## src/hdl/sclx_pkg.sv

```systemverilog
// ----------------------------------------------------------------------------
// sclx_pkg
// shared types and defaults for the shell command lexer
// ----------------------------------------------------------------------------
`default_nettype none

package sclx_pkg;

    // default token and word limits, and depth of the front-to-back queue
    localparam int TOKEN_LIMIT_DEF = 99;
    localparam int WORD_CHARS_DEF  = 49;
    localparam int QUEUE_DEPTH_DEF = 4;

    typedef enum logic [2:0] {
        KIND_CHAR   = 3'd0,
        KIND_WEND   = 3'd1,
        KIND_PIPE   = 3'd2,
        KIND_IN     = 3'd3,
        KIND_OUT    = 3'd4,
        KIND_APPEND = 3'd5,
        KIND_END    = 3'd6,
        KIND_BAD    = 3'd7
    } kind_t;

    // packed so that tok_kind sits in the lowest bits
    typedef struct packed {
        logic [6:0] tok_num;
        logic [5:0] char_pos;
        logic [7:0] char_byte;
        kind_t      tok_kind;
    } result_t;

    // one queue entry: the one or two results of a request
    typedef struct packed {
        logic    two;
        result_t r0;
        result_t r1;
    } entry_t;

endpackage

`default_nettype wire

```

## src/hdl/sclx_fifo.sv

```systemverilog
// ----------------------------------------------------------------------------
// sclx_fifo
// small register queue between the lexer front and back
// ----------------------------------------------------------------------------
`default_nettype none

module sclx_fifo #(
    parameter int WIDTH = 8,
    parameter int DEPTH = 4
) (
    input  wire logic             aclk,
    input  wire logic             aresetn,
    input  wire logic             push,
    input  wire logic [WIDTH-1:0] push_data,
    output logic                  in_ready,
    input  wire logic             pop,
    output logic                  out_valid,
    output logic [WIDTH-1:0]      out_data
);

    localparam int PTR_W = (DEPTH > 1) ? $clog2(DEPTH) : 1;
    localparam int CNT_W = $clog2(DEPTH + 1);

    logic [WIDTH-1:0] mem_reg [DEPTH];
    logic [PTR_W-1:0] wr_ptr_reg, wr_ptr_next;
    logic [PTR_W-1:0] rd_ptr_reg, rd_ptr_next;
    logic [CNT_W-1:0] count_reg, count_next;
    logic             do_push, do_pop;

    assign in_ready  = (count_reg != CNT_W'(DEPTH));
    assign out_valid = (count_reg != '0);
    assign out_data  = mem_reg[rd_ptr_reg];
    assign do_push   = push & in_ready;
    assign do_pop    = pop & out_valid;

    always_comb begin
        wr_ptr_next = wr_ptr_reg;
        rd_ptr_next = rd_ptr_reg;
        count_next  = count_reg;
        if (do_push) begin
            wr_ptr_next = (wr_ptr_reg == PTR_W'(DEPTH - 1)) ? '0 : wr_ptr_reg + 1'b1;
        end
        if (do_pop) begin
            rd_ptr_next = (rd_ptr_reg == PTR_W'(DEPTH - 1)) ? '0 : rd_ptr_reg + 1'b1;
        end
        if (do_push && !do_pop) begin
            count_next = count_reg + 1'b1;
        end else if (do_pop && !do_push) begin
            count_next = count_reg - 1'b1;
        end
    end

    always_ff @(posedge aclk) begin
        if (!aresetn) begin
            wr_ptr_reg <= '0;
            rd_ptr_reg <= '0;
            count_reg  <= '0;
        end else begin
            wr_ptr_reg <= wr_ptr_next;
            rd_ptr_reg <= rd_ptr_next;
            count_reg  <= count_next;
        end
    end

    always_ff @(posedge aclk) begin
        if (do_push) begin
            mem_reg[wr_ptr_reg] <= push_data;
        end
    end

endmodule

`default_nettype wire

```

## src/hdl/sclx_front.sv

```systemverilog
// ----------------------------------------------------------------------------
// sclx_front
// byte classifier and lexer state; turns each request into a queue entry
// ----------------------------------------------------------------------------
`default_nettype none

module sclx_front #(
    parameter int TOKEN_LIMIT = sclx_pkg::TOKEN_LIMIT_DEF,
    parameter int WORD_CHARS  = sclx_pkg::WORD_CHARS_DEF
) (
    input  wire logic            aclk,
    input  wire logic            aresetn,
    input  wire logic            in_valid,
    input  wire logic            in_ready,
    input  wire logic [7:0]      char_value,
    input  wire logic            end_of_line,
    output logic                 push,
    output sclx_pkg::entry_t     push_entry
);

    localparam logic [7:0] CH_PIPE  = 8'h7C;
    localparam logic [7:0] CH_LT    = 8'h3C;
    localparam logic [7:0] CH_GT    = 8'h3E;
    localparam logic [7:0] CH_UNDER = 8'h5F;
    localparam logic [7:0] CH_DASH  = 8'h2D;
    localparam logic [7:0] CH_DOT   = 8'h2E;
    localparam logic [6:0] TOK_LIM  = 7'(TOKEN_LIMIT);
    localparam logic [5:0] WORD_LIM = 6'(WORD_CHARS);

    typedef enum logic [2:0] {
        MODE_IDLE = 3'b001,
        MODE_WORD = 3'b010,
        MODE_GT   = 3'b100
    } mode_t;

    function automatic logic is_blank(input logic [7:0] c);
        return (c == 8'h20) || (c >= 8'h09 && c <= 8'h0D);
    endfunction

    function automatic logic is_word_start(input logic [7:0] c);
        return (c >= 8'h30 && c <= 8'h39) || (c >= 8'h41 && c <= 8'h5A) ||
               (c >= 8'h61 && c <= 8'h7A) || c == CH_UNDER || c == CH_DASH ||
               c == CH_DOT;
    endfunction

    function automatic sclx_pkg::result_t make_tok(input sclx_pkg::kind_t k,
                                                   input logic [6:0] num);
        sclx_pkg::result_t r;
        r.tok_num   = num;
        r.char_pos  = '0;
        r.char_byte = '0;
        r.tok_kind  = k;
        return r;
    endfunction

    function automatic sclx_pkg::result_t make_chr(input sclx_pkg::kind_t k,
                                                   input logic [7:0] c,
                                                   input logic [5:0] pos,
                                                   input logic [6:0] num);
        sclx_pkg::result_t r;
        r.tok_num   = num;
        r.char_pos  = pos;
        r.char_byte = c;
        r.tok_kind  = k;
        return r;
    endfunction

    mode_t      mode_reg, mode_next;
    logic [6:0] count_reg, count_next;
    logic [5:0] wlen_reg, wlen_next;
    logic       wdrop_reg, wdrop_next;

    logic              accept, blank, stop, consumed;
    logic              a_tok, a_chr, a_valid, a_emit;
    logic              b_tok, b_chr, b_bad, b_valid, b_emit;
    sclx_pkg::kind_t   a_kind, b_kind;
    sclx_pkg::result_t a_res, b_res;
    logic [6:0]        cnt_mid;

    assign accept = in_valid & in_ready;
    assign blank  = is_blank(char_value);
    assign stop   = blank || char_value == CH_PIPE || char_value == CH_LT ||
                    char_value == CH_GT;

    always_comb begin
        mode_next  = mode_reg;
        wlen_next  = wlen_reg;
        wdrop_next = wdrop_reg;
        consumed   = 1'b0;
        a_tok      = 1'b0;
        a_chr      = 1'b0;
        a_kind     = sclx_pkg::KIND_OUT;
        b_tok      = 1'b0;
        b_chr      = 1'b0;
        b_bad      = 1'b0;
        b_kind     = sclx_pkg::KIND_END;

        // first slot: flush of a pending '>' or word, or a word char
        if (end_of_line) begin
            a_tok  = (mode_reg == MODE_WORD) || (mode_reg == MODE_GT);
            a_kind = (mode_reg == MODE_WORD) ? sclx_pkg::KIND_WEND : sclx_pkg::KIND_OUT;
            b_tok  = 1'b1;
        end else begin
            unique case (mode_reg)
                MODE_GT: begin
                    a_tok     = 1'b1;
                    consumed  = (char_value == CH_GT);
                    a_kind    = consumed ? sclx_pkg::KIND_APPEND : sclx_pkg::KIND_OUT;
                    mode_next = MODE_IDLE;
                end
                MODE_WORD: begin
                    if (stop) begin
                        a_tok      = 1'b1;
                        a_kind     = sclx_pkg::KIND_WEND;
                        mode_next  = MODE_IDLE;
                        wlen_next  = '0;
                        wdrop_next = 1'b0;
                    end else begin
                        consumed = 1'b1;
                        if (wlen_reg < WORD_LIM) begin
                            a_chr     = !wdrop_reg;
                            wlen_next = wlen_reg + 1'b1;
                        end
                    end
                end
                MODE_IDLE: begin
                end
                default: begin
                end
            endcase
        end

        a_emit  = a_tok && (count_reg < TOK_LIM);
        a_valid = a_emit || a_chr;
        cnt_mid = count_reg + {6'd0, a_emit};

        // second slot: the byte itself at a token start
        if (!end_of_line && !consumed) begin
            priority if (blank) begin
            end else if (char_value == CH_PIPE) begin
                b_tok  = 1'b1;
                b_kind = sclx_pkg::KIND_PIPE;
            end else if (char_value == CH_LT) begin
                b_tok  = 1'b1;
                b_kind = sclx_pkg::KIND_IN;
            end else if (char_value == CH_GT) begin
                mode_next = MODE_GT;
            end else if (is_word_start(char_value)) begin
                mode_next  = MODE_WORD;
                wdrop_next = (cnt_mid >= TOK_LIM);
                wlen_next  = 6'd1;
                b_chr      = (cnt_mid < TOK_LIM);
            end else begin
                b_bad = 1'b1;
            end
        end

        b_emit  = b_tok && (cnt_mid < TOK_LIM);
        b_valid = b_emit || b_chr || b_bad;

        if (a_chr) begin
            a_res = make_chr(sclx_pkg::KIND_CHAR, char_value, wlen_reg, count_reg);
        end else begin
            a_res = make_tok(a_kind, count_reg);
        end

        priority if (b_chr) begin
            b_res = make_chr(sclx_pkg::KIND_CHAR, char_value, '0, cnt_mid);
        end else if (b_bad) begin
            b_res = make_chr(sclx_pkg::KIND_BAD, char_value, '0, '0);
        end else begin
            b_res = make_tok(b_kind, cnt_mid);
        end

        count_next = cnt_mid + {6'd0, b_emit};

        // end of line returns the whole line state to reset
        if (end_of_line) begin
            mode_next  = MODE_IDLE;
            count_next = '0;
            wlen_next  = '0;
            wdrop_next = 1'b0;
        end
    end

    assign push          = accept & (a_valid | b_valid);
    assign push_entry.two = a_valid & b_valid;
    assign push_entry.r0  = a_valid ? a_res : b_res;
    assign push_entry.r1  = b_res;

    always_ff @(posedge aclk) begin
        if (!aresetn) begin
            mode_reg  <= MODE_IDLE;
            count_reg <= '0;
            wlen_reg  <= '0;
            wdrop_reg <= 1'b0;
        end else if (accept) begin
            mode_reg  <= mode_next;
            count_reg <= count_next;
            wlen_reg  <= wlen_next;
            wdrop_reg <= wdrop_next;
        end
    end

endmodule

`default_nettype wire

```

## src/hdl/sclx_back.sv

```systemverilog
// ----------------------------------------------------------------------------
// sclx_back
// drains queue entries one result per cycle into the output register while the output is not stalled
// ----------------------------------------------------------------------------
`default_nettype none

module sclx_back (
    input  wire logic             aclk,
    input  wire logic             aresetn,
    input  wire logic             q_valid,
    input  wire sclx_pkg::entry_t q_entry,
    output logic                  q_pop,
    output logic                  m_tvalid,
    input  wire logic             m_tready,
    output sclx_pkg::result_t     m_res,
    output logic                  m_tlast
);

    logic              m_valid_reg, m_valid_next;
    sclx_pkg::result_t m_res_reg;
    logic              m_last_reg;
    logic              sel_reg, sel_next;
    logic              load, final_res;

    // load the output register when it is empty or being taken
    assign load      = q_valid & (!m_valid_reg | m_tready);
    assign final_res = !q_entry.two | sel_reg;
    assign q_pop     = load & final_res;

    always_comb begin
        sel_next     = sel_reg;
        m_valid_next = m_valid_reg;
        if (load) begin
            m_valid_next = 1'b1;
            sel_next     = !final_res;
        end else if (m_tready) begin
            m_valid_next = 1'b0;
        end
    end

    always_ff @(posedge aclk) begin
        if (!aresetn) begin
            m_valid_reg <= 1'b0;
            sel_reg     <= 1'b0;
        end else begin
            m_valid_reg <= m_valid_next;
            sel_reg     <= sel_next;
        end
    end

    always_ff @(posedge aclk) begin
        if (load) begin
            m_res_reg  <= sel_reg ? q_entry.r1 : q_entry.r0;
            m_last_reg <= final_res;
        end
    end

    assign m_tvalid = m_valid_reg;
    assign m_res    = m_res_reg;
    assign m_tlast  = m_last_reg;

endmodule

`default_nettype wire

```

## src/hdl/shell_command_lexer.sv

```systemverilog
// ----------------------------------------------------------------------------
// shell_command_lexer
// byte-serial shell command line tokenizer with decoupled front and back
// ----------------------------------------------------------------------------
//
// channel   dir  handshake          payload
// s_*       in   s_tvalid/s_tready  s_tdata[7:0] char_value, s_tlast end_of_line
// m_*       out  m_tvalid/m_tready  m_tdata token fields, m_tlast last of request
//
// - the front takes one request per cycle while the queue has room; each
//   request yields zero, one or two results, which enter the queue as one entry
// - the back sends one result per cycle while m_tready is high, so a run of
//   two-result requests drains slower than the front takes them; the queue
//   depth sets how long the front keeps going while the back or the output stalls
// - the first result is registered twice on its way out: into the queue, then
//   into the output register
// - synchronous active-low reset clears the lexer state, the queue and the
//   output valid flag; no clearing pass
//
`default_nettype none

module shell_command_lexer #(
    parameter int TOKEN_LIMIT = sclx_pkg::TOKEN_LIMIT_DEF,
    parameter int WORD_CHARS  = sclx_pkg::WORD_CHARS_DEF,
    parameter int QUEUE_DEPTH = sclx_pkg::QUEUE_DEPTH_DEF
) (
    input  wire logic        aclk,
    input  wire logic        aresetn,
    // input request channel
    input  wire logic        s_tvalid,
    output logic             s_tready,
    input  wire logic [7:0]  s_tdata,   // [7:0] char_value
    input  wire logic        s_tlast,   // end_of_line
    // result channel
    output logic             m_tvalid,
    input  wire logic        m_tready,
    output logic [23:0]      m_tdata,   // [2:0] token_kind, [10:3] char_byte,
                                        // [16:11] char_position, [23:17] token_number
    output logic             m_tlast    // last result of its request
);

    // front to queue
    logic              push;
    sclx_pkg::entry_t  push_entry;
    logic              q_ready;

    // queue to back
    logic              q_valid;
    logic              q_pop;
    sclx_pkg::entry_t  q_entry;

    sclx_pkg::result_t m_res;

    // the front may take a request whenever the queue has room
    assign s_tready = q_ready;

    sclx_front #(
        .TOKEN_LIMIT (TOKEN_LIMIT),
        .WORD_CHARS  (WORD_CHARS)
    ) u_front (
        .aclk        (aclk),
        .aresetn     (aresetn),
        .in_valid    (s_tvalid),
        .in_ready    (q_ready),
        .char_value  (s_tdata),
        .end_of_line (s_tlast),
        .push        (push),
        .push_entry  (push_entry)
    );

    // queue entries carry both results of a request
    sclx_fifo #(
        .WIDTH ($bits(sclx_pkg::entry_t)),
        .DEPTH (QUEUE_DEPTH)
    ) u_queue (
        .aclk      (aclk),
        .aresetn   (aresetn),
        .push      (push),
        .push_data (push_entry),
        .in_ready  (q_ready),
        .pop       (q_pop),
        .out_valid (q_valid),
        .out_data  (q_entry)
    );

    sclx_back u_back (
        .aclk     (aclk),
        .aresetn  (aresetn),
        .q_valid  (q_valid),
        .q_entry  (q_entry),
        .q_pop    (q_pop),
        .m_tvalid (m_tvalid),
        .m_tready (m_tready),
        .m_res    (m_res),
        .m_tlast  (m_tlast)
    );

    // result struct is already laid out low field first
    assign m_tdata = m_res;

endmodule

`default_nettype wire

```

## config.mk

```make
export PLATFORM = sky130hd
export DESIGN_NAME = shell_command_lexer
export DESIGN_NICKNAME = d
export VERILOG_FILES = /design/src/hdl/sclx_pkg.sv /design/src/hdl/sclx_fifo.sv /design/src/hdl/sclx_front.sv /design/src/hdl/sclx_back.sv /design/src/hdl/shell_command_lexer.sv
export SDC_FILE = /design/constraint.sdc
export NUM_CORES = 1
export LEC_CHECK = 0
export ABC_AREA = 0
export BUFFER_PORTS_ARGS = -buffer_cell sky130_fd_sc_hd__buf_2
export CAP_MARGIN = 20
export CORE_UTILIZATION = 53
export CTS_BUF_LIST = sky130_fd_sc_hd__clkbuf_2 sky130_fd_sc_hd__clkbuf_4 sky130_fd_sc_hd__clkbuf_8
export DETAILED_ROUTE_END_ITERATION = 10
export GPL_ROUTABILITY_DRIVEN = 0
export PLACE_DENSITY = 0.8
export SLEW_MARGIN = 30
export SYNTH_ARGS = -nofsm -noshare
export SYNTH_HDL_FRONTEND = slang
export SYNTH_SLANG_ARGS = --single-unit
```

## constraint.sdc

```tcl
create_clock -name aclk -period 6.2 [get_ports aclk]
set_input_delay 0.93 -clock aclk [delete_from_list [all_inputs] [get_ports aclk]]
set_output_delay 0.93 -clock aclk [all_outputs]
set_load 0.03 [all_outputs]
```

==> results of run 1 <==
-- cell families after synthesis --
| logic type | after synthesis |
|---|---|
| buffers and inverters | 46 |
| multiplexers | 69 |
| flip-flops | 225 |
| AO/OA/AOI/OAI | 82 |
| XOR/XNOR | 13 |
| AND/OR/NAND/NOR | 185 |
| adder cells (fa/ha/maj) | 14 |
-- cell usage in the layout (no fill, tap or decap), types with 7 or more instances in the layout --
| cell type | count |
|---|---|
| mux4_2 | 43 |
| clkbuf_8 | 39 |
| nor2b_1 | 25 |
| nor2_1 | 30 |
| dfxtp_1 | 26 |
| buf_4 | 11 |
| a21oi_1 | 13 |
| a31oi_1 | 10 |
| nand2_1 | 33 |
| nor3_1 | 13 |
| mux2_2 | 23 |
| and2_1 | 24 |
| xnor2_1 | 7 |
| buf_2 | 39 |
| ha_1 | 13 |
| and3_1 | 7 |
| o21ai_0 | 17 |
| inv_1 | 13 |
| edfxtp_1 | 197 |
| clkinv_2 | 8 |
| nand3_1 | 13 |
| clkinv_1 | 13 |
-- worst paths after layout --
kind / slack (ns) / to / startpoint
min reg2reg: 0.50 / u_front.wdrop_reg / u_front.wdrop_reg
max reg2reg: 1.41 / u_queue.count_reg[2] / u_front.count_reg[2]
max: 0.67 / u_queue.count_reg[2] / s_tdata[4]
min: 0.50 / u_front.wdrop_reg / u_front.wdrop_reg
-- stage by stage --
step | cell area [sq um] | utilization, % | power, mW | hold WS (ns)
final | 11000 | 60.9 | 4.25 | 0.496
after global routing | 11000 | 60.9 | 4.46 | 0.517
after CTS | 10900 | 60.7 | 4.28 | 0.489
after detailed placement | 10300 | 56.9 | 3.10 | 0.473
after global placement | 10300 | 56.9 | 3.06 | 0.476
after floorplan | 9780 | - | 2.80 | 0.461
-- critical path, delay by kind of cell --
kind / cells / cell delay (ns)
AOI/OAI and AO/OA: 8 / 1.68
xor gates and xnor gates: 1 / 0.16
adders and majority gates: 4 / 1.36
buffers and inverters: 3 / 0.31
and+or+nand+nor: 5 / 1.50
-- power groups by stage --
stage	clock, mW	combinational, mW	sequential (mW)
floorplan	0	0.610	2.19
global placement	0	1.03	2.02
detailed placement	0	1.06	2.04
CTS	1.20	1.07	2.01
global route	1.26	1.18	2.02
finish	1.17	1.08	2.00
-- metal layers --
layer | vias to the layer above | share of wire (%) | track usage, %
met5 | - | 0 | 0
met4 | 0 | 3.2 | 10.5
met3 | 42 | 6.3 | 4.79
met2 | 229 | 50 | 34.9
met1 | 2846 | 41 | 26.8
li1 | 2587 | - | -
-- cell type report --
cell class              instances  share of cell area [%]
flip-flops and latches        225                    59.1
inverters                      14                   0.490
well taps                     229                    2.61
repair buffers                 52                    2.89
clock inverters                23                   0.992
multi-input cells             363                    28.8
clock buffers                  43                    5.17
==> results.cfg, run 1 <==
[sta]
setup_slack_ns = 0.669
period_needed_ns = 5.53
skew_ns = 0.0270
rsz0062_at_grt = no
slew-limit-headroom_pct = 50.2
setup_viol = 0
slew_viol_final = 0
finalHoldViolCount = 0
worst_slew_pin_slew_ns = 0.739
fmax_ghz = 0.181
fin_tns_setup_ns = 0
finalCritPeriodShare_pct = 89.2

[pwr]
p_leak_nw = 3.74
power.share.clock_pct = 27.5
p_sw_share_pct = 30.1
switchingPower_mw = 1.28
p_comb_share_pct = 25.5
p_int_mw = 2.97
pwr-share-seq_pct = 47.1
p_per_area_nw_per_um2 = 387
ir_worst_vdd_uv = 223

[global_route]
track_usage_pct = 21.3
grt_pass1_vias = 5946
antenna_found_initial = 0
grt_max_degree = 44
grt_pass1_wl_mm = 30.2
grt_overflow = 0

[critical_path]
rr_worst_depth = 18
crit_chain = buf_2 > or3_1 > or4_1 > o31a_2 > a31oi_1 > o21ai_2 > clkinv_2 > ha_1 > ha_1 > nand4_1 > a221oi_1 > a21oi_1 > o21ai_1 > a21oi_2 > nor2_1 > ha_1 > inv_1 > fa_1 > xor2_1 > or3_1 > a21boi_0
arrival_ns = 5.94
cp_max_fo = 9
endpoint_kind = register
required_ns = 6.61
crit_type = in -> reg
cp_common_cell = ha_1
startpoint_type = input port
crit_path_max_incr_delay_ns = 0.51
cpMaxStageDelayCell = or4_1

[layout]
instances_no_fill = 949
regArea_sq_um = 6480
nFillCells = 1308
synthToLayoutAreaGrowth_pct = 12.2
largest_reg_flops = 172
n_antenna_cell = 0
multi_input_area_sq_um = 3160
nets = 719
drive_above_1_share_pct = 26.4

[yosys]
muxShareOfSynthArea_pct = 12.9
synthAdderAreaFrac_pct = 1.87
synth_area_sq_um = 9780
yosysMostFrequentCell = edfxtp_1
yosys_warnings = 0
yosys.area_share.simple_pct = 10.3
synth_seq_cells = 225
yosys-top-cells-area = edfxtp_1, mux4_2, dfxtp_1, mux2_2, ha_1
synth_common_cells = edfxtp_1, mux4_2, nor2_1
yosys_most_used_dff = edfxtp_1
synth_top_family_by_area = multiplexers
yosysTopAreaCell = edfxtp_1
synth_edf_count = 197
syn_area_per_cell_sq_um = 15.4
ys_async_sr_fraction_pct = 0
synth-xor-area-share_pct = 1.16
synth_cell_types = 67
syn_inst = 634
ys_seq_area_share_pct = 66.2
synth_compound_area_share_pct = 5.69
syn_nets = 661
yosysTopAreaCellShare_pct = 60.5

[route]
wl_per_cell_um = 20.1
num_vias = 5704
drt_iter0_drc = 569
wl_mm = 19.1
firstDrtPassIters = 5
route.detailed.drc = 0
antenna_left = 0
viasPerCell = 6.01

[floorplan]
start_util_pct = 54.3
fp-row-count = 49
io_pins = 40
die_h_um = 138
die_x_um = 138
coreArea_sq_um = 18000
fp.dieArea_sq_um = 19000

[placed_design]
hpwl_mm = 11.8
post-place-ws_ns = 0.264
dpl.cell_count = 882
port_buffers = 39

[clocking]
clk_latency_ns = 0.51
cts-resized-gates = 0
cts_tree = done
clkTransAtPathRegs_ns = 0.06
clockBufferDepth = 3
cts_hold_buf = 0
clock-sinks = 225
clock-root-buffer = clkbuf_8
cts_setup_buffers = 0
htreeDepth = 2
cts_buffers = 36

[run]
max_cap_violations = 0

[hold_path]
hp-class = reg -> reg
min_path_cells = 1

[status]
status = completed
No activity file was read; power rests on OpenSTA's default activity.
==> run 2: changes to the inputs <==
ABC_AREA = 1   (was 0)
==> results.cfg, run 2 <==
[floorplan]
io_pins = 40
fp.dieArea_sq_um = 19000
coreArea_sq_um = 18000
start_util_pct = 54.3
die_h_um = 138
fp-row-count = 49
die_x_um = 138

[sta]
rsz0062_at_grt = no
finalCritPeriodShare_pct = 78.0
finalHoldViolCount = 0
setup_viol = 0
slew_viol_final = 0
skew_ns = 0.0201
slew-limit-headroom_pct = 38.8
worst_slew_pin_slew_ns = 0.917
holdWs_ns = 0.494
period_needed_ns = 4.84
fmax_ghz = 0.207
fin_tns_setup_ns = 0
setup_slack_ns = 1.36

[yosys]
syn_inst = 908
synth_cell_types = 37
yosysTopAreaCell = edfxtp_1
synth_common_cells = nor2_1, edfxtp_1, o21ai_0
synth_edf_count = 197
synth_area_sq_um = 9790
yosysMostFrequentCell = nor2_1
yosys_warnings = 0
syn_area_per_cell_sq_um = 10.8
yosys-top-cells-area = edfxtp_1, nor2_1, dfxtp_1, o21ai_0, nand2_1
syn_nets = 935
yosysTopAreaCellShare_pct = 60.4
yosys_most_used_dff = edfxtp_1
ys_async_sr_fraction_pct = 0
ys_seq_area_share_pct = 66.2
synth_seq_cells = 225

[layout]
largest_reg_flops = 172
multi_input_area_sq_um = 2960
layout_commonest_cell = nor2_1
mostFrequentLayoutCells = nor2_1, edfxtp_1, o21ai_0
nFillCells = 1409
synthToLayoutAreaGrowth_pct = 11.4
nets = 984
n_antenna_cell = 0
utilization_pct = 60.5
regArea_sq_um = 6480
drive_above_1_share_pct = 15.7

[critical_path]
cp_common_cell = nand2_1
crit_path_max_incr_delay_ns = 0.43
path_buf_inv = 6
required_ns = 6.59
critPathLaunch = s_tdata[7]
cp_max_fo = 6
r2r-start = u_front.count_reg[1]
crit_type = in -> reg
cpMaxStageDelayCell = fa_1
cp_top_family = simple AND/OR/NAND/NOR gates
endpoint_kind = register
startpoint_type = input port
arrival_ns = 5.23

[global_route]
grt_pass1_wl_mm = 32.8
track_usage_pct = 23.0
grt_overflow = 0
grt_pass1_vias = 6388
antenna_found_initial = 0
grt_max_degree = 85

[clocking]
htreeDepth = 2
clkTransAtPathRegs_ns = 0.06
clock-root-buffer = clkbuf_8
cts-resized-gates = 0
cts_buffers = 35
clock-sinks = 225
clockBufferDepth = 3
clk_latency_ns = 0.52
cts_hold_buf = 0
cts_setup_buffers = 0
cts_tree = done

[pwr]
p_per_area_nw_per_um2 = 387
ir_worst_vdd_uv = 242
p_leak_nw = 3.95

[route]
antenna_left = 0
route.detailed.drc = 0
wl_mm = 20.9
wl_per_cell_um = 17.3
viasPerCell = 5.67
drt_iter0_drc = 718
firstDrtPassIters = 5
num_vias = 6847

[placed_design]
hpwl_mm = 13.1
port_buffers = 39
post-place-ws_ns = 0.875

[run]
max_cap_violations = 0

[hold_path]
hp-class = reg -> reg
min-delay-start = u_front.wdrop_reg

[status]
status = completed
==> run 2: final timing paths <==
path / end / depth (start not counted) / slack, ns
worst max-delay path: u_queue.count_reg[2] / 33 / 1.36
worst max register to register: u_queue.count_reg[2] / 25 / 1.88
worst min register to register: u_front.wdrop_reg / 2 / 0.49
worst min-delay path: u_front.wdrop_reg / 2 / 0.49
==> run 2: tightest hold or removal path, stage by stage, from the launching register on <==
cell,delay (ns)
dfxtp_1,0.32
nand2_1,0.06
a21oi_1,0.06
==> run 2: logic make-up after synthesis <==
group / synth area share, %
adders and majority gates: 1.87
DFF: 66.2
buffers and inverters: 4.06
and+or+nand+nor: 16.7
xor gates and xnor gates: 0.537
AOI/OAI and AO/OA: 10.6
==> run 2: power breakdown <==
part / switching, mW / internal, mW / total, mW
sequential: 0.0912 / 1.91 / 2.00
clock: 0.549 / 0.596 / 1.15
combinational: 0.783 / 0.297 / 1.08
total: 1.42 / 2.80 / 4.22
==> run 2: per-stage QoR <==
step | cell area [sq um] | instances | power [mW]
5_1_grt | 10900 | 1208 | 4.44
6_report | 10900 | 1208 | 4.22
4_1_cts | 10900 | 1207 | 4.24
2_1_floorplan | 9790 | 908 | 2.77
3_5_place_dp | 10200 | 1148 | 3.10
3_3_place_gp | 10200 | 1148 | 3.07
==> run 2: cell type report <==
type,count,share of cell area (%)
flip-flops and latches,225,59.4
well taps,229,2.63
multi-input cells,579,27.2
clock inverters,14,0.666
inverters,68,2.36
repair buffers,48,2.59
clock buffers,45,5.17
==> run 2: layer usage <==
metal | global-route usage (%) | routed length [um] | up-vias
met3 | 4.50 | 1700 | 36
met2 | 37.2 | 9940 | 265
met5 | 0 | 0 | -
li1 | - | - | 3252
met4 | 7.43 | 344 | 0
met1 | 31.3 | 8870 | 3294
